File: src/hdl/fpa_pkg.sv
// Shared types and constants for the signed fixed-point ALU.
// Depends on nothing; every other file of the block imports it.
package fpa_pkg;

  // Number of fraction bits in a raw word.
  localparam int unsigned FRAC_BITS = 8;
  // Quotient bits of the divider: the magnitude of a shifted left by FRAC_BITS.
  localparam int unsigned NQ = 32 + FRAC_BITS;
  // Width of an unsigned magnitude from either the multiplier or the divider.
  localparam int unsigned MAG_W = ((64 - FRAC_BITS) > (NQ + 1)) ? (64 - FRAC_BITS) : (NQ + 1);

  typedef enum logic [3:0] {
    CMD_ADD      = 4'd0,
    CMD_SUB      = 4'd1,
    CMD_MUL      = 4'd2,
    CMD_DIV      = 4'd3,
    CMD_INC      = 4'd4,
    CMD_DEC      = 4'd5,
    CMD_MIN      = 4'd6,
    CMD_MAX      = 4'd7,
    CMD_TO_INT   = 4'd8,
    CMD_FROM_INT = 4'd9
  } cmd_e;

  // Per-word information that travels down the pipeline.
  typedef struct packed {
    cmd_e             cmd;
    logic             gt;
    logic             lt;
    logic             eq;
    logic             neg;
    logic             ovf;
    logic             dz;
    logic [31:0]      res;
    logic [MAG_W-1:0] mag;
  } info_t;

  // State of the restoring divider.
  typedef struct packed {
    logic [31:0]   rem;
    logic [NQ-1:0] nq;
    logic [31:0]   d;
  } div_t;

  // One finished result word.
  typedef struct packed {
    logic [31:0] res;
    logic        gt;
    logic        lt;
    logic        eq;
    logic        ovf;
    logic        dz;
  } res_t;

endpackage

File: src/hdl/fpa_skid.sv
// Output register with a skid entry that decouples the pipeline from receiver stalls.
// Depends on fpa_pkg.
module fpa_skid (
  input  logic          clk_i,
  input  logic          rst_ni,
  input  logic          up_valid_i,
  input  fpa_pkg::res_t up_data_i,
  output logic          up_ready_o,
  output logic          out_valid_o,
  input  logic          out_ready_i,
  output fpa_pkg::res_t out_data_o
);
  import fpa_pkg::*;

  logic out_valid_q, out_valid_d, skid_valid_q, skid_valid_d, take;
  res_t out_q, out_d, skid_q, skid_d;

  always_comb begin
    take         = up_valid_i && !skid_valid_q;
    out_valid_d  = out_valid_q;
    out_d        = out_q;
    skid_valid_d = skid_valid_q;
    skid_d       = skid_q;
    if (!out_valid_q || out_ready_i) begin
      out_valid_d  = skid_valid_q || take;
      out_d        = skid_valid_q ? skid_q : up_data_i;
      skid_valid_d = 1'b0;
    end else if (take) begin
      skid_valid_d = 1'b1;
      skid_d       = up_data_i;
    end
  end

  always_ff @(posedge clk_i or negedge rst_ni) begin
    if (!rst_ni) begin
      out_valid_q  <= 1'b0;
      skid_valid_q <= 1'b0;
    end else begin
      out_valid_q  <= out_valid_d;
      skid_valid_q <= skid_valid_d;
    end
  end

  always_ff @(posedge clk_i) begin
    out_q  <= out_d;
    skid_q <= skid_d;
  end

  assign up_ready_o  = !skid_valid_q;
  assign out_valid_o = out_valid_q;
  assign out_data_o  = out_q;
endmodule

File: config.mk
export PLATFORM = sky130hd
export DESIGN_NAME = fpa_skid
export DESIGN_NICKNAME = d
export VERILOG_FILES = /design/src/hdl/fpa_pkg.sv /design/src/hdl/fpa_skid.sv
export SDC_FILE = /design/constraint.sdc
export NUM_CORES = 1
export LEC_CHECK = 0
export ABC_AREA = 1
export BUFFER_PORTS_ARGS = -buffer_cell sky130_fd_sc_hd__clkbuf_2
export CORE_MARGIN = 8
export CORE_UTILIZATION = 40
export DETAILED_ROUTE_END_ITERATION = 6
export PLACE_DENSITY = 0.71
export SYNTH_ARGS = -nofsm -noshare
export SYNTH_HDL_FRONTEND = slang
export SYNTH_SLANG_ARGS = --single-unit
File: constraint.sdc
create_clock -name clk_i -period 3.3 [get_ports clk_i]
set_clock_uncertainty 0.05 [all_clocks]
set_input_delay 0.66 -clock clk_i [delete_from_list [all_inputs] [get_ports clk_i]]
set_output_delay 0.66 -clock clk_i [all_outputs]
set_load 0.01 [all_outputs]
## Yosys cells after proc, flatten, opt, wreduce, memory -nomap -nowiden

Index checks and enable logic that the tools add are counted.

- Muxes and demuxes: 3
- Reduce and logical (&&, ||, !) cells: 7
- Bitwise operators: 1

Operator list:

| cell | number |
|---|---|
| $mux 37 | 1 |
| $logic_not 1->1 | 2 |
| $logic_or 1x1->1 | 2 |
| $mux 1 | 2 |
| $reduce_and 2->1 | 1 |
| $reduce_bool 2->1 | 1 |
| $logic_and 1x1->1 | 1 |
| $not 1->1 | 1 |

- Output and inout bits: 39
- Word-level logic and storage cells: 25
- Register bits after elaboration: 76
- Bits of input ports: 41

## Depth between registers and ports, before layout

- Depth after elaboration: 4
- Mapped depth: 5
- Mapped depth without buffers: 3

## Worst setup path before layout

OpenSTA, ideal clock, no wires.

- Kind: input-to-reg
- From: input out_ready_i
- To: register skid_q[0] (netlist name), enable pin
- Setup time: 0.432 ns
- Arrival: 3.238 ns
- Path slack: -0.420 ns
- Path buffers: 0
- Data required time: 2.818 ns
- Stages on the path: 3
- Cell sequence: inv_1 nand2_1 nor2_1

- Word-level cells in the longest chain between the ends: 3

RTL lines:

| element | RTL line | text |
|---|---|---|
| from (decl) | fpa_skid.sv:10 | `input logic out_ready_i,` |
| $logic_or 1x1->1 | fpa_skid.sv:24 | `if (!out_valid_q \|\| out_ready_i) begin` |
| $not 1->1 (no line) | - |  |
| $reduce_and 2->1 (no line) | - |  |
| to (signal assigned) | fpa_skid.sv:46 | `skid_q <= skid_d;` |
| to (decl) | fpa_skid.sv:16 | `res_t out_q, out_d, skid_q, skid_d;` |

Every way passes these cells.
A chain may end at the register's enable or synchronous reset.

## Final worst setup path

- From: register skid_valid_q
- To: output up_ready_o

- Word-level cells in the longest chain between the ends: 1

RTL lines:

| element | RTL line | text |
|---|---|---|
| from (decl) | fpa_skid.sv:15 | `logic out_valid_q, out_valid_d, skid_valid_q, skid_valid_d, take;` |
| from (signal assigned) | fpa_skid.sv:40 | `skid_valid_q <= skid_valid_d;` |
| $logic_not 1->1 | fpa_skid.sv:49 | `assign up_ready_o = !skid_valid_q;` |
| to (decl) | fpa_skid.sv:8 | `output logic up_ready_o,` |

Every way passes these cells.

==> run summary <==
Clk_lat worst skew: 0.32 ns
RSZ-0062 raised after global routing: false
Cell Area, Placed: 0.00325 mm²
Rows: 30
Comb pwr share: 9.6%
Die Footprint: 0.00986 mm²
Post-Syn Instances: 203
Least-Margin Pin Slew: 0.651 ns
Final Hold Fails: 0
CTS tree: built
Final min period: 2.17 ns
Post-synthesis xor/xnor area fraction: 0%
H-tree depth: 3
Fmax: 0.461 GHz
Commonest cells after routing, fill and taps aside: nand2_1, clkbuf_2, edfxtp_1
CTS sink cnt: 76
Compound-Gate Fraction of Synth Area: 0%
Worst IR Drop VDD: 0.377 mV
Post-synthesis sequential area ratio: 81.9%
Most common cell after layout, fill and taps aside: nand2_1
GRT Util Overall: 11.5%
Area growth, synth to finish: 24.3%
Status: completed
Initial Util: 41.1%
Reg area: 0.00227 mm²
Pre-antenna DRT Iters: 4
Antenna-violating nets left: 0
First-pass GRT wire length: 8780 µm
Net Sw Power: 0.464 mW
Post_cts resized: 0
Share of cells above drive strength 1: 33.6%
Yosys warns: 0
Max Slew Vio Count: 0
Synth Cell Area: 0.00278 mm²
Pre-CTS WS: 1.24 ns
Number of top-level pins: 80
Hold WC Path Type: in2async
Synthesized area per cell: 13.7 µm²
Ranking of synthesized cells by area: edfxtp_1, nand2_1, dfrtp_1, buf_4, buf_2
Clock power frac: 34.8%
Distinct cells, synth: 9
Placer Congestion: 0.690
Seq pwr share: 55.6%
Via density: 4.58
Longest Clk Path Bufs: 2
Mux contribution to synthesized area: 0%
CP Capture Type: primary output
Adder-cell share of the synthesized area: 0%
Diode count: 0
Pleak: 1.52 nW
Worst-path clk slew: 0.08 ns
Filler Cell Count: 617
CTS root buf: clkbuf_8
Via Count: 1,705
Die W: 99.3 µm
Wire per inst: 14.7 µm
Total grt overflow: 0
Met2 global-route usage: 18.5%
Die height: 99.3 µm
Critical Path Source Type: flop
Initial drt markers: 90
Hold Buf Count CTS: 0
Cell Int Power: 1.63 mW
TritonCTS buffer count: 9
Worst path required time: 2.59 ns
Critical path type: reg2out
Drt total wl: 5480 µm
Met3 usage: 4.40%
DP HPWL: 3670 µm
I/O Buffers: 79
Post-route cell area: 0.00345 mm²
Core box area: 0.00676 mm²
Syn Nets: 244
Yosys reg bits: 76
Area leader, netlist: edfxtp_1
Yosys top cell area share: 80.1%
Largest net degree at the start of global routing: 40
Initial antenna violation count: 0
Power, Total: 2.10 mW
Multi-input gate area: 449 µm²
Largest family of logic cells by synthesized area: simple AND/OR/NAND/NOR gates
Vias in the first global route: 1,836
WP data arrival: 1.46 ns
Final setup margin: 1.13 ns
Slew HR: 56.5%
Final setup viols: 0
Simple-gate area share of the yosys netlist: 15.8%
Met1 Use GR: 13.3%
Nets: 329
Crit path max fanout: 39
GRT busiest layer: met2
# DRC: 0
# Post-CTS Setup Buffers: 0
Pwr per Cell Area: 608 mW/mm²
Net Sw Frac: 22.1%
Total negative setup slack: 0 ns
Period utilisation layout: 65.7%
Max-Cap Viols: 0
## registers in the layout, indices dropped and copies added (netlist names)
| signal | cells |
|---|---|
| skid_q | 37 |
| out_valid_o | 1 |
| skid_valid_q | 1 |
| out_data_o | 37 |
## metrics by stage
stage | hold slack, ns | cells | utilization (%)
2_1_floorplan | 0.314 | 203 | -
3_3_place_gp | 0.396 | 357 | 48.1
3_5_place_dp | 0.403 | 357 | 48.1
4_1_cts | 0.0362 | 372 | 51.1
5_1_grt | 0.0272 | 372 | 51.1
6_report | 0.0553 | 372 | 51.1
## power by group through the flow
stage	Combinational [mW]	Clock (mW)	Sequential (mW)
CTS	0.206	0.751	1.17
detailed placement	0.206	0	1.19
global route	0.225	0.798	1.17
floorplan	0.0793	0	1.21
finish	0.200	0.730	1.17
global placement	0.200	0	1.19
## cell type report
type	count	share of cell area [%]
clock buffers	9	3.59
clock inverters	6	2.32
inverters	2	0.218
multi-input cells	117	13.0
flip-flops and latches	76	65.8
well taps	80	2.90
repair buffers	82	12.1
## metal layers
layer | vias to the layer above | routed length (µm)
li1 | 849 | -
met1 | 790 | 2360
met2 | 56 | 2610
met3 | 10 | 427
met4 | 0 | 85
met5 | - | 0
## kinds of logic after synthesis
kind of cell           Yosys count
buffers and inverters           10
AND/OR/NAND/NOR                117
flip-flops                      76
## worst max-delay path, cell delays in order (launching register included)
cell	delay [ns]
dfrtp_1	0.39
inv_2	0.48
clkbuf_2	0.25
## cells in the mapped netlist
cell type,count
nand2_1,114
edfxtp_1,74
buf_4,4
buf_2,3
nor2_1,3
dfrtp_1,2
buf_6,1
inv_1,1
inv_2,1
## worst paths after layout
path                                             to  cells past startpoint  slack (ns)                startpoint
setup / recovery                         up_ready_o                      2        1.13  skid_valid_q$_DFFE_PN0P_
hold / removal             skid_valid_q$_DFFE_PN0P_                      1        0.06                    rst_ni
setup reg to reg                skid_q[3]$_DFFE_PP_                      4        1.24  skid_valid_q$_DFFE_PN0P_
hold reg to reg             out_data_o[7]$_DFFE_PP_                      2        0.47       skid_q[7]$_DFFE_PP_
max in group asynchronous   out_valid_o$_DFFE_PN0P_                      1        3.04                    rst_ni
min in group clk_i          out_data_o[7]$_DFFE_PP_                      2        0.47       skid_q[7]$_DFFE_PP_
No activity file was read; power rests on OpenSTA's default activity.
