==> src/hdl/fpa_pkg.sv <==
// Shared types and constants for the signed fixed-point ALU.
// Depends on nothing; every other file of the block imports it.
package fpa_pkg;

  // Number of fraction bits in a raw word.
  localparam int unsigned FRAC_BITS = 8;
  // Quotient bits of the divider: the magnitude of a shifted left by FRAC_BITS.
  localparam int unsigned NQ = 32 + FRAC_BITS;
  // Width of an unsigned magnitude from either the multiplier or the divider.
  localparam int unsigned MAG_W = ((64 - FRAC_BITS) > (NQ + 1)) ? (64 - FRAC_BITS) : (NQ + 1);

  typedef enum logic [3:0] {
    CMD_ADD      = 4'd0,
    CMD_SUB      = 4'd1,
    CMD_MUL      = 4'd2,
    CMD_DIV      = 4'd3,
    CMD_INC      = 4'd4,
    CMD_DEC      = 4'd5,
    CMD_MIN      = 4'd6,
    CMD_MAX      = 4'd7,
    CMD_TO_INT   = 4'd8,
    CMD_FROM_INT = 4'd9
  } cmd_e;

  // Per-word information that travels down the pipeline.
  typedef struct packed {
    cmd_e             cmd;
    logic             gt;
    logic             lt;
    logic             eq;
    logic             neg;
    logic             ovf;
    logic             dz;
    logic [31:0]      res;
    logic [MAG_W-1:0] mag;
  } info_t;

  // State of the restoring divider.
  typedef struct packed {
    logic [31:0]   rem;
    logic [NQ-1:0] nq;
    logic [31:0]   d;
  } div_t;

  // One finished result word.
  typedef struct packed {
    logic [31:0] res;
    logic        gt;
    logic        lt;
    logic        eq;
    logic        ovf;
    logic        dz;
  } res_t;

endpackage

==> src/hdl/fpa_div_step.sv <==
// One registered step of the restoring divider: one quotient bit per stage.
// Depends on fpa_pkg.
module fpa_div_step (
  input  logic           clk_i,
  input  logic           rst_ni,
  input  logic           en_i,
  input  logic           valid_i,
  input  fpa_pkg::info_t info_i,
  input  fpa_pkg::div_t  div_i,
  output logic           valid_o,
  output fpa_pkg::info_t info_o,
  output fpa_pkg::div_t  div_o
);
  import fpa_pkg::*;

  logic        valid_q;
  info_t       info_q;
  div_t        div_d, div_q;
  logic [32:0] t, diff;
  logic        ge;

  always_comb begin
    t         = {div_i.rem, div_i.nq[NQ-1]};
    diff      = t - {1'b0, div_i.d};
    ge        = t >= {1'b0, div_i.d};
    div_d.rem = ge ? diff[31:0] : t[31:0];
    div_d.nq  = {div_i.nq[NQ-2:0], ge};
    div_d.d   = div_i.d;
  end

  always_ff @(posedge clk_i or negedge rst_ni) begin
    if (!rst_ni) begin
      valid_q <= 1'b0;
    end else if (en_i) begin
      valid_q <= valid_i;
    end
  end

  always_ff @(posedge clk_i) begin
    if (en_i) begin
      info_q <= info_i;
      div_q  <= div_d;
    end
  end

  assign valid_o = valid_q;
  assign info_o  = info_q;
  assign div_o   = div_q;
endmodule

==> config.mk <==
export PLATFORM = sky130hd
export DESIGN_NAME = fpa_div_step
export DESIGN_NICKNAME = d
export VERILOG_FILES = /design/src/hdl/fpa_pkg.sv /design/src/hdl/fpa_div_step.sv
export SDC_FILE = /design/constraint.sdc
export NUM_CORES = 1
export LEC_CHECK = 0
export BUFFER_PORTS_ARGS = -buffer_cell sky130_fd_sc_hd__buf_2
export CAP_MARGIN = 20
export CORE_AREA = 2 2 161 163
export CTS_CLUSTER_SIZE = 30
export DETAILED_ROUTE_END_ITERATION = 8
export DIE_AREA = 0 0 163 165
export SLEW_MARGIN = 5
export SYNTH_ARGS = -nofsm -noshare
export SYNTH_HDL_FRONTEND = slang
export SYNTH_SLANG_ARGS = --single-unit
==> constraint.sdc <==
create_clock -name clk_i -period 0.95 [get_ports clk_i]
set_input_delay 0.095 -clock clk_i [delete_from_list [all_inputs] [get_ports clk_i]]
set_output_delay 0.095 -clock clk_i [all_outputs]
set_load 0.01 [all_outputs]
======== After elaboration in Yosys (flattened, before gate mapping) ========
Index checks and enable logic that the tools add are counted.
Widths: inputs -> output; s select.
storage, ports and cells
  bits in registers ....................... 203
  input port bits ......................... 206
  output and inout port bits .............. 203
  logic and storage cells ................. 16
operators by class
  add/subtract/negate cells ............... 1
  order comparisons ....................... 1
  mux-type cells .......................... 1
operators with widths
  operator        count
  $ge 33x32->1    1
  $mux 32         1
  $sub 32x32->32  1

======== Longest topological paths before layout ========
  depth in word-level cells ............... 2
  mapped depth ............................ 13
  mapped depth without buffers ............ 12

======== Worst setup path after synthesis ========
No wires, ideal clock.
  path kind ............................... input -> register
  start point ............................. input div_i[7] in the netlist's numbering
  end point ............................... register div_q (netlist bit div_o[102]) (data pin)
  library setup time ...................... 0.262 ns
  arrival ................................. 2.609 ns
  required time ........................... 0.688 ns
  setup slack ............................. -1.921 ns
  stages .................................. 12
  path buffers ............................ 2
  cell sequence ........................... inv_1 ha_1 buf_2 nand4_1 or4_1 a21oi_1 nor3_1 a211oi_2 o21ai_2 o31ai_4 buf_4 mux2_1
RTL lines
  item                    line                source
  start: declaration      fpa_div_step.sv:9   input fpa_pkg::div_t div_i,
  end signal: assignment  fpa_div_step.sv:42  div_q <= div_d;
  end: declaration        fpa_div_step.sv:18  div_t div_d, div_q;

==> summary.md <==
| Metric | Value |
|---|---|
| Final HPWL DP | `21400 um` |
| Crit. End Element | `register` |
| GPL Wtd Cong | `approximately 0.84` |
| Vias in the first global route | `around 7800` |
| Largest net degree at the start of global routing | `30` |
| Routed WL | `between 30000 and 40000 um` |
| Top-area cell type share of the netlist area | `0.730` |
| Post-synth cell types | `49` |
| WP data required | `1.21 ns` |
| Seq/Total Area, Yosys | `0.733` |
| Detail Route Antenna Nets | `0` |
| Pleak | `6.71 nW` |
| Final hold violations | `1` |
| Critical path's top delay family | `simple AND/OR/NAND/NOR gates` |
| Main synth FF type | `edfxtp_1` |
| Clock-pin slew on the worst setup and hold paths | `0.06 ns` |
| Layout area overhead | `83.1%` |
| Grt total ovfl | `0` |
| Core area | `25000 um2` |
| Ports | `409` |
| Nets | `between 1500 and 2000` |
| Mapped Nets | `~790` |
| Critical Path AT | `2.61 ns` |
| Drt via density | `4.55` |
| Layout cells sized above 1 | `0.494` |
| Relative slew slack | `0.714` |
| Width of the die | `163 um` |
| Min Hold Slack | `-0.0387 ns` |
| Drt pass-1 iters | `6` |
| Ys async rst share | `0.00493` |
| Layout Utilization | `0.608` |
| Worst vdd ir | `around 0.0014 V` |
| PwrDens | `about 1700 nW/um2` |
| Yosys reg bits | `between 200 and 250` |
| Num rows | `a little under 60` |
| Global-route wire length before repair | `43900 um` |
| Cells after Synth | `about 550` |
| Worst path max stage delay | `0.59 ns` |
| Pre-CTS setup slack | `-2.00 ns` |
| Drc violations | `0` |
| Slowest stage cell, crit path | `or4_4` |
| Post-synth EDFFs | `a little over 200` |
| Clock Tree Buf Depth | `3` |
| RSZ-0062 raised after global routing | `yes` |
| Worst Setup Slack, final | `-1.40 ns` |
| Area contributors post-synth | `edfxtp_1, ha_1, a21oi_1, inv_1, nor2_1` |
| TritonCTS clock tree | `done` |
| Via count | `7515` |
| Period utilization | `2.47` |
| Achievable frequency | `426 MHz` |
| Post-DR wirelength/cell | `18.7 um` |
| Final critical-path required period | `2.35 ns` |
| Crit-path max FO | `5` |
| Critical-path cell list | `buf_8, inv_4, ha_4, nand4_1, or4_4, a21oi_4, nor3_4, a211oi_2, o21ai_2, o31ai_4, buf_6, buf_12, mux2_4` |
| Worst-margin pin slew | `0.428 ns` |
| Fillcell total | `1909` |
| Synthesized area | `8310 um2` |
| # setup viols final | `236` |
| WS Path Type | `primary input to register` |
| Multi-input logic area | `2340 um2` |
| Mapped Avg Cell Area | `between 15 and 20 um2` |
| Seq. cell area | `6090 um2` |
| Slew Limit Fails | `0` |
| Initial DRC count | `612` |
| Max Cap Violations | `0` |
| Clock latency on the worst-skew pair | `0.51 ns` |
| Initial antenna violation count | `2` |
| CTS buffer count | `24` |
| Outcome | `finished, violations left` |
| Overall routing resource usage | `0.216` |
| Hold buffers post-CTS | `about 200` |
| CP Buf/Inv Count | `4` |
| CP Launch Type | `primary input` |
| Worst hold path class | `primary input to register` |
| Htree depth | `1` |
| Post-synth top area cell | `edfxtp_1` |
| Clk root buf | `clkbuf_16` |
| Failing checks | `negative hold slack, negative setup slack` |
| Skew final | `0 ns` |
| Port bufs | `approximately 410` |
| Die Y | `165 um` |
| Die Footprint | `26900 um2` |
| Initial Util | `0.332` |
| YS warnings | `0` |
| CTS sink count | `203` |
metrics by stage:
stage | std cells | power [mW] | setup TNS (ns) | instance area [um2] | hold WS [ns]
floorplan | 549 | 13.1 | -56.44 | 8480 | -0.201
finish | 1652 | 25.9 | -78.20 | 15200 | -0.0387
detailed placement | 1393 | 15.6 | -62.51 | 11800 | -0.124
CTS | 1645 | 25.8 | -81.38 | 14900 | -0.0564
global placement | 1393 | 15.5 | -61.59 | 11800 | -0.128
global route | 1651 | 26.9 | -89.77 | 15200 | -0.0171
path summary, 6_finish.rpt:
kind | slack, ns | depth (start not counted) | to | start
min in group asynchronous | 0.43 | 3 | valid_o | rst_ni
hold reg to reg | 0.52 | 1 | valid_o | valid_o
max in group asynchronous | 0.42 | 3 | valid_o | rst_ni
setup reg to reg | 0.20 | 1 | valid_o | valid_o
setup / recovery | -1.40 | 13 | div_o[78] | div_i[11]
hold / removal | -0.04 | 3 | div_o[101] | div_i[103]
flip-flops by register name (all words and copies together) (netlist names):
| signal | count |
|---|---|
| div_o | 104 |
| info_o | 98 |
| valid_o | 1 |
cell usage in the layout, fill, tap and decap left out, types with 20 or more instances in the layout:
master	netlist	routed
dlygate4sd3_1	0	197
clkbuf_16	0	24
ha_1	32	20
edfxtp_1	202	202
nor2_1	35	32
buf_4	3	127
inv_1	38	26
buf_6	0	32
nand2_1	26	25
buf_2	8	374
a21oi_1	56	43
power by group:
part	total, mW	switching [mW]	leakage [nW]	internal [mW]
sequential	11.1	0.241	1.99	10.8
clock	9.27	3.62	0.391	5.64
combinational	5.56	2.64	4.33	2.93
area by class of cell:
| type | count | area share |
|---|---|---|
| sequential | 203 | 0.400 |
| timing repair buffer | 745 | 0.356 |
| multi-input combinational | 290 | 0.154 |
| clock buffer | 33 | 0.0430 |
| tap | 330 | 0.0271 |
| inverter | 38 | 0.0105 |
| clock inverter | 11 | 0.00937 |
| antenna | 2 | 0.000329 |
metal layers:
layer	global-route usage	vias up	wire [um]
met1	0.255	3592	12100
met2	0.385	276	15700
met4	0.0796	2	1140
met3	0.0492	65	1890
li1	-	3580	-
met5	0	-	13
cell families (layout without fill, tap and decap cells):
kind of cell,Yosys count,count (layout),synth area share
muxes,12,12,0.0161
DFF,203,203,0.733
AOI/OAI and AO/OA,119,119,0.0881
adders and majority gates,33,33,0.0506
buffers and inverters,56,827,0.0280
other,0,2,0
xor gates and xnor gates,27,27,0.0285
and+or+nand+nor,99,99,0.0560
cell usage after synthesis, drive strengths merged, types with 3 or more instances:
cell type	count
nand4	8
o21bai	3
nor2	35
xnor2	15
xor2	12
o21a	6
a21o	12
a211oi	4
buf	11
nor4	4
nand3	8
nor2b	3
mux2	11
clkbuf	7
o21ai	18
a31oi	5
nand2b	3
edfxtp	202
nand2	26
a21oi	56
inv	38
ha	32
o211ai	4
repair_timing:
item | 4_1_cts | 5_1_grt
setup endpoints to repair | 236 | 236
resized for setup | 54 | 75
cloned | 1 | 0
endpoints found under the hold margin | 197 | 1
pin swaps | 19 | 22
setup buffers | 12 | 8
No activity file was read; power rests on OpenSTA's default activity.
