### config.mk
export PLATFORM = sky130hd
export DESIGN_NAME = fpa_mul
export DESIGN_NICKNAME = d
export VERILOG_FILES = /design/src/hdl/fpa_pkg.sv /design/src/hdl/fpa_mul.sv
export SDC_FILE = /design/constraint.sdc
export NUM_CORES = 2
export LEC_CHECK = 0
export BUFFER_PORTS_ARGS = -buffer_cell sky130_fd_sc_hd__clkbuf_2
export CORE_MARGIN = 2
export CORE_UTILIZATION = 65
export DETAILED_ROUTE_END_ITERATION = 10
export PLACE_DENSITY = 0.95
export REMOVE_ABC_BUFFERS = 1
export SYNTH_ARGS = -nofsm -noshare
export SYNTH_HDL_FRONTEND = slang
export SYNTH_SLANG_ARGS = --single-unit
### constraint.sdc
create_clock -name clk_i -period 7.25 [get_ports clk_i]
set_input_delay 1.45 -clock clk_i [delete_from_list [all_inputs] [get_ports clk_i]]
set_output_delay 1.45 -clock clk_i [all_outputs]
set_load 0.05 [all_outputs]
### src/hdl/fpa_pkg.sv
// Shared types and constants for the signed fixed-point ALU.
// Depends on nothing; every other file of the block imports it.
package fpa_pkg;

  // Number of fraction bits in a raw word.
  localparam int unsigned FRAC_BITS = 8;
  // Quotient bits of the divider: the magnitude of a shifted left by FRAC_BITS.
  localparam int unsigned NQ = 32 + FRAC_BITS;
  // Width of an unsigned magnitude from either the multiplier or the divider.
  localparam int unsigned MAG_W = ((64 - FRAC_BITS) > (NQ + 1)) ? (64 - FRAC_BITS) : (NQ + 1);

  typedef enum logic [3:0] {
    CMD_ADD      = 4'd0,
    CMD_SUB      = 4'd1,
    CMD_MUL      = 4'd2,
    CMD_DIV      = 4'd3,
    CMD_INC      = 4'd4,
    CMD_DEC      = 4'd5,
    CMD_MIN      = 4'd6,
    CMD_MAX      = 4'd7,
    CMD_TO_INT   = 4'd8,
    CMD_FROM_INT = 4'd9
  } cmd_e;

  // Per-word information that travels down the pipeline.
  typedef struct packed {
    cmd_e             cmd;
    logic             gt;
    logic             lt;
    logic             eq;
    logic             neg;
    logic             ovf;
    logic             dz;
    logic [31:0]      res;
    logic [MAG_W-1:0] mag;
  } info_t;

  // State of the restoring divider.
  typedef struct packed {
    logic [31:0]   rem;
    logic [NQ-1:0] nq;
    logic [31:0]   d;
  } div_t;

  // One finished result word.
  typedef struct packed {
    logic [31:0] res;
    logic        gt;
    logic        lt;
    logic        eq;
    logic        ovf;
    logic        dz;
  } res_t;

endpackage

### src/hdl/fpa_mul.sv
// Two multiplier stages: magnitude product, then round to nearest and drop fraction bits.
// Depends on fpa_pkg.
module fpa_mul (
  input  logic           clk_i,
  input  logic           rst_ni,
  input  logic           en_i,
  input  logic           valid_i,
  input  fpa_pkg::info_t info_i,
  input  fpa_pkg::div_t  div_i,
  input  logic [31:0]    amag_i,
  output logic           valid_o,
  output fpa_pkg::info_t info_o,
  output fpa_pkg::div_t  div_o
);
  import fpa_pkg::*;

  localparam logic [63:0] Half = 64'd1 << (FRAC_BITS - 1);

  logic        v1_q, v2_q;
  info_t       info1_q, info2_q, info2_d;
  div_t        div1_q, div2_q;
  logic [63:0] prod_q, rnd;

  always_comb begin
    rnd     = (prod_q + Half) >> FRAC_BITS;
    info2_d = info1_q;
    if (info1_q.cmd == CMD_MUL) begin
      info2_d.mag = rnd[MAG_W-1:0];
    end
  end

  always_ff @(posedge clk_i or negedge rst_ni) begin
    if (!rst_ni) begin
      v1_q <= 1'b0;
      v2_q <= 1'b0;
    end else if (en_i) begin
      v1_q <= valid_i;
      v2_q <= v1_q;
    end
  end

  always_ff @(posedge clk_i) begin
    if (en_i) begin
      prod_q  <= 64'(amag_i) * 64'(div_i.d);
      info1_q <= info_i;
      div1_q  <= div_i;
      info2_q <= info2_d;
      div2_q  <= div1_q;
    end
  end

  assign valid_o = v2_q;
  assign info_o  = info2_q;
  assign div_o   = div2_q;
endmodule

==> impl_metrics.ini, run 1 <==
[outcome]
outcome = did not finish
lastStage = global routing (5_1_grt)
error = [ERROR GRT-0183] Net net1189: the 3D maze router ran out of legal paths (heap underflow) - the net is boxed in by local congestion or blockages.

[place]
gp_congestion = 1.02
portBuffers = 440
dp_hpwl_um = 108000
dp_cells = 5961

[yosys]
synth_area_um2 = 48400
ys_top_cells_by_area = fa_1, edfxtp_1, and2_1, ha_1, inv_1
ys_warn_count = 0
synth_edf_count = 461
ys_types = 60
synth-async-reset-ratio_pct = 0.432
synthFlopType = edfxtp_1
ys_seq_area_share_pct = 28.7
ys_seq_elements = 463
synth_top_cell_area_share_pct = 37.0
netlist_instances = 4389
synth_top_area_cell = fa_1
syn_area_per_cell_um2 = 11.0

[clocking]
cts_made_buffers = 46
clockBufferDepth = 3
cts-root-buf = clkbuf_16
numClockSinks = 463
cts.htree.levels = 2

[global_routing]
grt_max_degree = 193
antenna_found_initial = 31

[die]
pin_count = 441
die_x_um = 277
floorplan.initialDensity_pct = 65.3
rows = 100
die_h_um = 277

[sta]
worst_endpoint_kind = register input
worstEndpointGrtRepair = prod_q[59]$_DFFE_PP_/D
## logic make-up after synthesis
| logic type | count (synthesis) | share of synthesized area, % |
|---|---|---|
| AO/OA/AOI/OAI | 254 | 3.22 |
| XOR/XNOR | 116 | 2.10 |
| adder cells (fa/ha/maj) | 1156 | 43.8 |
| buffers and inverters | 1074 | 8.34 |
| flip-flops | 463 | 28.7 |
| multiplexers | 3 | 0.0698 |
| AND/OR/NAND/NOR | 1323 | 13.8 |
## synthesized netlist by cell type (3+ instances only)
cell	count
o21ai_0	36
a221oi_1	4
nor2b_1	4
fa_1	895
nand3_1	32
xor2_1	61
o221ai_1	3
nand4_1	31
xnor2_1	55
nor2_1	100
buf_2	3
o21ai_1	6
a21o_1	22
o21bai_1	15
a21oi_1	127
ha_1	261
buf_1	3
and2_1	569
nor3_1	8
o21a_1	10
nand2_1	538
edfxtp_1	461
and4_1	7
inv_1	841
mux2_2	3
and3_1	19
a211oi_1	3
a21oi_2	3
clkbuf_1	227
## per-stage QoR
stage | cell area, µm² | worst slack (ns) | util (%)
floorplan | 47500 | -2.77 | -
global placement | 54200 | -1.62 | 73.2
detailed placement | 54200 | -1.86 | 73.2
CTS | 57100 | -0.788 | 77.1
## what timing repair did
item                                    CTS
setup buffers                            35
hold buffers                              0
endpoints found under the setup margin   45
gates resized for setup                 231
pin swaps                                92
cloned                                    1
==> run 2: changes to the inputs <==
- CORE_UTILIZATION: 65 -> 40
- PLACE_DENSITY: 0.95 -> unset
- PLACE_DENSITY_LB_ADDON: unset -> 0.15
==> run 2 against run 1 <==
The flow now finishes, with violations (negative setup slack). Synthesized cell count stayed put. Synthesized area stayed put.
==> impl_metrics.ini, run 2 <==
[sta]
final-setup-viol-count = 40
final_max_slew_viol_count = 0
holdWs_ns = 0.401
relSlewSlack_pct = 38.1
fin_ws_ns = -0.786
rsz0062_at_grt = true
fin_crit_ns = 8.04
fin_tns_setup_ns = -18.31
post-route-period-util_pct = 111
skew_ns = 0.0366
tightest_slew_ns = 0.929
hold_viol = 0
timing.fmax_mhz = 124

[global_routing]
overflow = 0
antenna_found_initial = 8
grt_use_total_pct = 22.0
grt_max_degree = 157
grt_pass1_wl_um = 206000
grt_pass1_vias = 35500

[place]
gp_congestion = 0.864
placed_cell_area_um2 = 55800
dp_hpwl_um = 109000
portBuffers = 440

[clocking]
hold_buffers = 0
clockBufferDepth = 3
clk_pin_slew_ns = 0.06
insertion_delay_ns = 0.65
cts_tree = done
numClockSinks = 463
cts_made_buffers = 50
cts.htree.levels = 2
cts-root-buf = clkbuf_16

[yosys]
synthFlopType = edfxtp_1
synth.most_common_cell = fa_1
synth_top_cell_area_share_pct = 37.0
ys_seq_area_share_pct = 28.7
ys_top_cells_by_area = fa_1, edfxtp_1, and2_1, ha_1, inv_1
ys_warn_count = 0
syn_area_per_cell_um2 = 11.0
synth_top_area_cell = fa_1
ys_seq_elements = 463
synth_commonest_cells = fa_1, inv_1, and2_1, nand2_1, edfxtp_1
synth_area_um2 = 48400
netlist_instances = 4389
synth-async-reset-ratio_pct = 0.432
ys_types = 60
synth_edf_count = 461

[drt]
first_iter_violations = 1626
postRouteWirelength_um = 136000
vias = 33000
wl_per_cell_um = 19.9
ant_nets = 0
dr.pass1.iters = 5
via_per_inst = 4.83
drc_errors = 0

[critical_path]
cp_max_fo = 5
path_buf_inv = 7
critPathMaxStageDelay_ns = 0.60
critical_path.top_delay_family = adder cells
cp.arrival_ns = 8.41
start_kind = input port
path_class = in2reg
worstPathRequired_ns = 7.62
cp-end-kind = flip-flop
cpMaxStageDelayCell = fa_2

[die]
design.core.area_um2 = 120000
die_h_um = 352
dieArea_um2 = 124000
rows = 127
pin_count = 441
floorplan.initialDensity_pct = 40.3
die_x_um = 352

[cells_and_area]
drive_gt1_share_pct = 24.8
area_delta_synth_final_pct = 24.2
layout_commonest_cell = fa_1
diodes = 0
utilization_pct = 50.1
fillerInstances = 11100
fin_area_um2 = 60100
final_cell_mix = fa_1, inv_1, and2_1, nand2_1, edfxtp_1
nNetsFinal = 6581

[outcome]
outcome = finished with violations
violations = negative setup slack

[hold_path]
hp-class = reg2reg

[run]
cap_violations = 0
## run 2: cell counts after synthesis
Identical to the previous run, type by type.
## run 2: final timing paths
kind                            startpoint          to  slack (ns)  depth (start not counted)
worst max-delay path            amag_i[12]  prod_q[63]       -0.79                         25
worst min-delay path            div1_q[22]   div_o[22]        0.40                          0
worst max register to register  prod_q[13]  info_o[50]        4.11                          9
worst min register to register  div1_q[22]   div_o[22]        0.40                          0
max in group asynchronous           rst_ni        v1_q        6.55                          1
min in group asynchronous           rst_ni     valid_o        0.60                          1
## run 2: per-layer routing
metal  vias up  global-route usage (%)  share of wire, %  routed length, µm
met2       685                    39.3                51              70100
met5         -                       0             0.040                 55
met3       173                    2.59               4.5               6150
met1     17200                    28.0                41              56000
li1      15000                       -                 -                  -
met4         8                    6.06               2.9               3900
## run 2: layout make-up
type / instances / area (µm²) / area share [%]
inverters: 841 / 3160 / 5.25
flip-flops and latches: 463 / 13900 / 23.1
clock inverters: 37 / 403 / 0.670
well taps: 1612 / 2020 / 3.36
clock buffers: 56 / 1270 / 2.12
multi-input cells: 2852 / 31700 / 52.7
repair buffers: 979 / 7670 / 12.8
## run 2: kinds of logic after synthesis
family                     Yosys count  synth area share (%)
AOI/OAI and AO/OA                  254                  3.22
DFF                                463                  28.7
buffers and inverters             1074                  8.34
xor gates and xnor gates           116                  2.10
muxes                                3                0.0698
adders and majority gates         1156                  43.8
and+or+nand+nor                   1323                  13.8
## run 2: per-stage QoR
stage / setup slack [ns] / cells
CTS: -0.788 / 6800
global placement: -1.86 / 6667
global route: -0.923 / 6840
detailed placement: -1.88 / 6667
floorplan: -2.77 / 4156
finish: -0.786 / 6840
## run 2: repair_timing
action                                 CTS  global route
resized for setup                      170           276
gates cloned                             2            14
pin swaps                              103           179
endpoints found under the hold margin    0             0
buffers inserted                        38            33
setup endpoints to repair               42            44
## run 2: worst register-to-register path, cell delays in order, from the launching register on
cell	delay, ns
edfxtp_1	0.40
and3_1	0.25
and4_1	0.30
and2_1	0.24
and3_1	0.42
nand2_1	0.25
nor3_1	0.52
nand2_1	0.12
xor2_1	0.25
a21oi_1	0.10
Power of run 2 is left out: the tool's default activity adds up to more than one toggle a clock period on the data nets, which glitch-free logic cannot reach.
