<file path="config.mk">
export PLATFORM = sky130hd
export DESIGN_NAME = fpa_front
export DESIGN_NICKNAME = d
export VERILOG_FILES = /design/src/hdl/fpa_pkg.sv /design/src/hdl/fpa_front.sv
export SDC_FILE = /design/constraint.sdc
export NUM_CORES = 1
export LEC_CHECK = 0
export BUFFER_PORTS_ARGS = -buffer_cell sky130_fd_sc_hd__buf_2
export CAP_MARGIN = 5
export CELL_PAD_IN_SITES_DETAIL_PLACEMENT = 0
export CELL_PAD_IN_SITES_GLOBAL_PLACEMENT = 1
export CORE_ASPECT_RATIO = 1.5
export CORE_MARGIN = 2
export CORE_UTILIZATION = 38
export CTS_BUF_LIST = sky130_fd_sc_hd__clkbuf_8
export CTS_CLUSTER_SIZE = 14
export DETAILED_ROUTE_END_ITERATION = 10
export GPL_ROUTABILITY_DRIVEN = 0
export GPL_TIMING_DRIVEN = 0
export PLACE_DENSITY_LB_ADDON = 0.1
export SLEW_MARGIN = 15
export SYNTH_ARGS = -nofsm -noshare
export SYNTH_HDL_FRONTEND = slang
export SYNTH_SLANG_ARGS = --single-unit
</file>
<file path="constraint.sdc">
create_clock -name clk_i -period 0.8 [get_ports clk_i]
set_input_delay 0 -clock clk_i [delete_from_list [all_inputs] [get_ports clk_i]]
set_output_delay 0 -clock clk_i [all_outputs]
set_load 0.02 [all_outputs]
</file>
<file path="src/hdl/fpa_pkg.sv">
// Shared types and constants for the signed fixed-point ALU.
// Depends on nothing; every other file of the block imports it.
package fpa_pkg;

  // Number of fraction bits in a raw word.
  localparam int unsigned FRAC_BITS = 8;
  // Quotient bits of the divider: the magnitude of a shifted left by FRAC_BITS.
  localparam int unsigned NQ = 32 + FRAC_BITS;
  // Width of an unsigned magnitude from either the multiplier or the divider.
  localparam int unsigned MAG_W = ((64 - FRAC_BITS) > (NQ + 1)) ? (64 - FRAC_BITS) : (NQ + 1);

  typedef enum logic [3:0] {
    CMD_ADD      = 4'd0,
    CMD_SUB      = 4'd1,
    CMD_MUL      = 4'd2,
    CMD_DIV      = 4'd3,
    CMD_INC      = 4'd4,
    CMD_DEC      = 4'd5,
    CMD_MIN      = 4'd6,
    CMD_MAX      = 4'd7,
    CMD_TO_INT   = 4'd8,
    CMD_FROM_INT = 4'd9
  } cmd_e;

  // Per-word information that travels down the pipeline.
  typedef struct packed {
    cmd_e             cmd;
    logic             gt;
    logic             lt;
    logic             eq;
    logic             neg;
    logic             ovf;
    logic             dz;
    logic [31:0]      res;
    logic [MAG_W-1:0] mag;
  } info_t;

  // State of the restoring divider.
  typedef struct packed {
    logic [31:0]   rem;
    logic [NQ-1:0] nq;
    logic [31:0]   d;
  } div_t;

  // One finished result word.
  typedef struct packed {
    logic [31:0] res;
    logic        gt;
    logic        lt;
    logic        eq;
    logic        ovf;
    logic        dz;
  } res_t;

endpackage

</file>
<file path="src/hdl/fpa_front.sv">
// First pipeline stage: decode, compare, simple operations and operand magnitudes.
// Depends on fpa_pkg.
module fpa_front (
  input  logic                 clk_i,
  input  logic                 rst_ni,
  input  logic                 en_i,
  input  logic                 valid_i,
  input  logic [3:0]           cmd_i,
  input  logic [31:0]          a_i,
  input  logic [31:0]          b_i,
  output logic                 valid_o,
  output fpa_pkg::info_t       info_o,
  output fpa_pkg::div_t        div_o,
  output logic [31:0]          amag_o
);
  import fpa_pkg::*;

  logic        valid_q;
  info_t       info_d, info_q;
  div_t        div_d, div_q;
  logic [31:0] amag, bmag, tmag;
  logic [32:0] s_add, s_sub, s_inc, s_dec;
  logic [FRAC_BITS:0] hi;
  cmd_e        cmd;

  always_comb begin
    cmd   = cmd_e'(cmd_i);
    amag  = a_i[31] ? (~a_i + 32'd1) : a_i;
    bmag  = b_i[31] ? (~b_i + 32'd1) : b_i;
    tmag  = amag >> FRAC_BITS;
    s_add = {a_i[31], a_i} + {b_i[31], b_i};
    s_sub = {a_i[31], a_i} - {b_i[31], b_i};
    s_inc = {a_i[31], a_i} + 33'd1;
    s_dec = {a_i[31], a_i} - 33'd1;
    hi    = a_i[31:31-FRAC_BITS];

    info_d      = '0;
    info_d.cmd  = cmd;
    info_d.gt   = $signed(a_i) > $signed(b_i);
    info_d.lt   = $signed(a_i) < $signed(b_i);
    info_d.eq   = a_i == b_i;
    info_d.neg  = a_i[31] ^ b_i[31];
    case (cmd)
      CMD_ADD: begin
        info_d.res = s_add[31:0];
        info_d.ovf = s_add[32] ^ s_add[31];
      end
      CMD_SUB: begin
        info_d.res = s_sub[31:0];
        info_d.ovf = s_sub[32] ^ s_sub[31];
      end
      CMD_DIV: begin
        info_d.dz = b_i == 32'd0;
      end
      CMD_INC: begin
        info_d.res = s_inc[31:0];
        info_d.ovf = s_inc[32] ^ s_inc[31];
      end
      CMD_DEC: begin
        info_d.res = s_dec[31:0];
        info_d.ovf = s_dec[32] ^ s_dec[31];
      end
      CMD_MIN: begin
        info_d.res = info_d.lt ? a_i : b_i;
      end
      CMD_MAX: begin
        info_d.res = info_d.gt ? a_i : b_i;
      end
      CMD_TO_INT: begin
        info_d.res = a_i[31] ? (~tmag + 32'd1) : tmag;
      end
      CMD_FROM_INT: begin
        info_d.res = a_i << FRAC_BITS;
        info_d.ovf = (|hi) && !(&hi);
      end
      default: begin
        info_d.res = '0;
      end
    endcase

    div_d.rem = '0;
    div_d.nq  = {amag, {FRAC_BITS{1'b0}}};
    div_d.d   = bmag;
  end

  always_ff @(posedge clk_i or negedge rst_ni) begin
    if (!rst_ni) begin
      valid_q <= 1'b0;
    end else if (en_i) begin
      valid_q <= valid_i;
    end
  end

  always_ff @(posedge clk_i) begin
    if (en_i) begin
      info_q <= info_d;
      div_q  <= div_d;
      amag_o <= amag;
    end
  end

  assign valid_o = valid_q;
  assign info_o  = info_q;
  assign div_o   = div_q;
endmodule

</file>
# Word level (Yosys, flattened, before mapping)
# Cells that the tools add are included.
classes:
  add_sub_neg: 7
  muxes: 7
  n_reduce_logical: 6
  order_cmp: 2
  n_bitwise: 8
  n_eq_ne: 9
ops:
  columns: ["cell", "n"]
  rows:
  - ["$pmux W32 S8", 1]
  - ["$mux W32", 4]
  - ["$add A32 B1 Y32 const B", 3]
  - ["$not A32 Y32", 2]
  - ["$add A32 B2 Y33 const B", 1]
  - ["$add A32 B32 Y33", 1]
  - ["$sub A32 B2 Y33 const B", 1]
  - ["$sub A32 B32 Y33", 1]
  - ["$eq A32 B32 Y1", 1]
  - ["$gt A32 B32 Y1", 1]
  - ["$logic_not A32 Y1", 1]
  - ["$lt A32 B32 Y1", 1]
  - ["$not A24 Y32", 1]
  - ["$mux W31", 1]
  - ["$eq A4 B3 Y1 const B", 4]
  - ["$reduce_and A9 Y1", 1]
  - ["$reduce_or A9 Y1", 1]
  - ["$eq A4 B4 Y1 const B", 2]
  - ["$pmux W1 S5", 1]
  - ["$xor A1 B1 Y1", 5]
  - ["$eq A4 B1 Y1 const B", 1]
  - ["$eq A4 B2 Y1 const B", 1]
  - ["$logic_not A4 Y1", 1]
  - ["$logic_and A1 B1 Y1", 1]
  - ["$logic_not A1 Y1", 1]
word_totals:
  ff_bits: 107
  inputBits: 72

# Depth between registers and ports, before layout
depth:
  word_depth: 7
  depth_mapped: 16
  depth_no_buf: 14

# Worst setup path after synthesis
# OpenSTA, ideal clock, no wires.
synth_timing:
  kind: "input -> register"
  from: "in a_i[31]"
  to: "reg info_q, in the netlist info_o[76] (data pin)"
  setup_time_ns: 0.261
  setup_slack_ns: -3.298
  n_path_buf: 6
  arrival_time_ns: 3.838
  stages: 16
  cell_sequence: "buf_1 > clkbuf_1 > clkbuf_1 > buf_1 > clkbuf_1 > buf_1 > o21ai_0 > xnor2_1 > inv_1 > ha_1 > nand4_1 > nor4_1 > nand2_1 > a211oi_1 > mux2_2 > a221o_1"
synth_lines:
  columns: ["element", "line", "source"]
  rows:
  - ["from (decl)", "fpa_front.sv:9", "input logic [31:0] a_i,"]
  - ["to (signal assigned)", "fpa_front.sv:96", "info_q <= info_d;"]
  - ["to (decl)", "fpa_front.sv:19", "info_t info_d, info_q;"]

==> flow_summary.json <==
{
  "status": "finished, violations left",
  "violations": "negative hold slack, negative setup slack",
  "cts_tree": "yes",
  "intPower_mw": 14.06,
  "netlist_instances": 1678,
  "clock-sinks": 107,
  "place_hpwl_um": 47930,
  "synth_async_sr_flop_share_pct": 0.9346,
  "synthFlopType": "edfxtp_1",
  "hold_start": "en_i",
  "hold_viol_final": 31,
  "finClkSkew_ns": 0,
  "drtAntennaViolNets": 0,
  "synth_edf_count": 106,
  "crit_type": "in -> reg",
  "final.setup.worst_slack_ns": -2.494,
  "vias": 16160,
  "final_util_pct": 61.34,
  "cp.required_ns": 1.01,
  "start_util_pct": 38.43,
  "worst_slew_pin_slew_ns": 0.9307,
  "power_leakage_nw": 8.706,
  "die_h_um": 234.4,
  "wl_per_cell_um": 25.00,
  "ys_seq_elements": 107,
  "synth_common_cells": "nor2_1, buf_4, nand2_1",
  "reg2reg_depth": 1,
  "synth.most_common_cell": "nor2_1",
  "synth_cell_types": 87,
  "hold_ws_ns": -0.06040,
  "min_path_type": "in -> reg",
  "antenna_found_initial": 1,
  "clockBufferDepth": 2,
  "min_period_ns": 3.294,
  "grt_max_degree": 67,
  "yosysSeqAreaShare_pct": 23.85,
  "ctsHtreeMaxLevel": 3,
  "synthToLayoutAreaGrowth_pct": 59.62,
  "grt_first_pass_wirelength_um": 94100,
  "clock_power_share_pct": 14.8,
  "nNetsFinal": 2332,
  "die_x_um": 157.6,
  "placed_cells": 2458,
  "wl_um": 66720,
  "avgSynthCellArea_um2": 8.015,
  "grt_pass1_vias": 15410,
  "port_buffers": 210,
  "synth.area.top_cells": "edfxtp_1, buf_4, ha_1",
  "initialDrtViolationCount": 1576,
  "seq_power_share_pct": 29.2,
  "globalRouteTotalUtil_pct": 34.53,
  "root_buffer": "clkbuf_8",
  "hold_path_end": "div_o[28]",
  "critPathCaptureType": "flip-flop",
  "coreArea_um2": 35000,
  "reg2reg_to": "valid_o",
  "rows": 84,
  "cap_violations": 0,
  "fin_cells": 2669,
  "min_period_over_period_pct": 411.7,
  "holdPathStages": 1,
  "synth_area_um2": 13450,
  "clock.fmax_mhz": 303.6,
  "p_sw_mw": 10.48,
  "reg2reg_setup_slack_ns": 0.01,
  "cts_buffers": 9,
  "fin_tns_setup_ns": -144.99,
  "ios": 307,
  "clkLatencyLatePin_ns": 0.47,
  "synth_warnings": 0,
  "cp.arrival_ns": 3.51,
  "grt.overflow.total": 0,
  "drive_gt1_share_pct": 43.55,
  "drc": 0,
  "pwr-share-comb_pct": 56.0,
  "clk_pin_slew_ns": 0.11,
  "drv_slew": 0,
  "slew_headroom_pct": 37.95,
  "start_kind": "input pin",
  "synth_top_area_share_pct": 23.67,
  "yosysTopAreaCell": "edfxtp_1",
  "power_density_nw_per_um2": 1143,
  "switching_share_pct": 42.70,
  "setup_viol": 233,
  "reg2reg_from": "valid_o",
  "dr.pass1.iters": 7,
  "viasPerCell": 6.056,
  "critPathMaxFanout": 3,
  "dieArea_um2": 36940,
  "vdd_drop_max_v": 0.0006935,
  "rsz0062_at_grt": "true"
}
## cells by family (layout without fill, tap and decap cells)
family                   Yosys count  after routing  share of synthesized area, %
adder cells (fa/ha/maj)           70             70                         6.624
other                              1             97                       0.02788
AO/OA/AOI/OAI                    490            490                         26.13
AND/OR/NAND/NOR                  516            516                         19.20
multiplexers                      56             56                         4.233
XOR/XNOR                         107            107                         7.024
flip-flops                       107            107                         23.85
buffers and inverters            331            753                         12.90
## how the worst max path moves through the flow
stage	startpoint	to	cells past startpoint
6_report	a_i[0]	info_o[71]	15
5_1_grt	a_i[0]	info_o[71]	15
4_1_cts	a_i[0]	info_o[71]	13
3_5_place_dp	a_i[15]	info_o[81]	11
3_3_place_gp	b_i[2]	info_o[75]	12
2_1_floorplan	a_i[0]	info_o[81]	12
## routing by layer
layer | vias to the layer above | GRT usage (%) | routed length [µm]
li1 | 7112 | - | -
met1 | 7639 | 37.66 | 23110
met2 | 1051 | 57.48 | 30980
met3 | 362 | 4.731 | 4820
met4 | 0 | 32.19 | 7800
met5 | - | 0 | 0
## flip-flops by register name, indices dropped and copies added, names as in the netlist
| name | cells |
|---|---|
| div_o | 64 |
| info_o | 42 |
| valid_o | 1 |
## area by class of cell
class	count	area, µm²
clock inverter	7	63.81
multi-input combinational	1335	11250
buffer	239	2138
antenna	1	2.502
timing repair buffer	416	3681
tap	473	591.8
sequential	107	3209
inverter	82	402.9
fill	3033	13530
clock buffer	9	123.9
## power by group through the flow
| stage | combinational [mW] | clock, mW | sequential (mW) |
|---|---|---|---|
| floorplan | 6.21 | 0 | 8.05 |
| global placement | 10.3 | 0 | 7.23 |
| detailed placement | 10.3 | 0 | 7.24 |
| CTS | 12.3 | 3.60 | 7.12 |
| global route | 14.4 | 3.81 | 7.23 |
| finish | 13.7 | 3.63 | 7.16 |
## placed cells by master (no fill, tap or decap), types with 41 or more instances in the layout
cell and count:
a21oi_1 85, buf_2 103, buf_4 253, buf_6 127, conb_1 96, edfxtp_1 106, ha_1 41, inv_1 51
mux2i_1 44, nand2_1 91, nor2_1 112, o21ai_0 49, xnor2_1 58
## what timing repair did
item,in CTS,in global routing
hold buffers,36,1
endpoints found under the hold margin,69,30
cloned,0,2
pin swaps,96,88
setup buffers,122,55
endpoints found under the setup margin,229,234
resized for setup,466,260
## stage by stage
stage               total power [mW]  area [µm²]  setup slack [ns]  hold WS (ns)
finish                         24.54       21470            -2.494      -0.06040
global route                   25.42       21470            -2.566      -0.03227
CTS                            23.03       20090            -2.476      -0.03168
detailed placement             17.59       16610            -3.642       -0.2243
global placement               17.50       16550            -3.778       -0.2256
floorplan                      14.26       14910            -2.510       -0.2956
## worst max-delay path, cell delays in order
cell and delay [ns]:
buf_12 0.11, clkbuf_16 0.15, clkinv_8 0.05, ha_4 0.15, or3b_4 0.39, buf_4 0.16, buf_4 0.15, nor4_4 0.37
nand4_1 0.19, a211oi_1 0.37, o32ai_2 0.20, o311a_4 0.35, o211ai_1 0.27, o31ai_4 0.17, or3_4 0.43
Power figures use the tool's default switching activity.
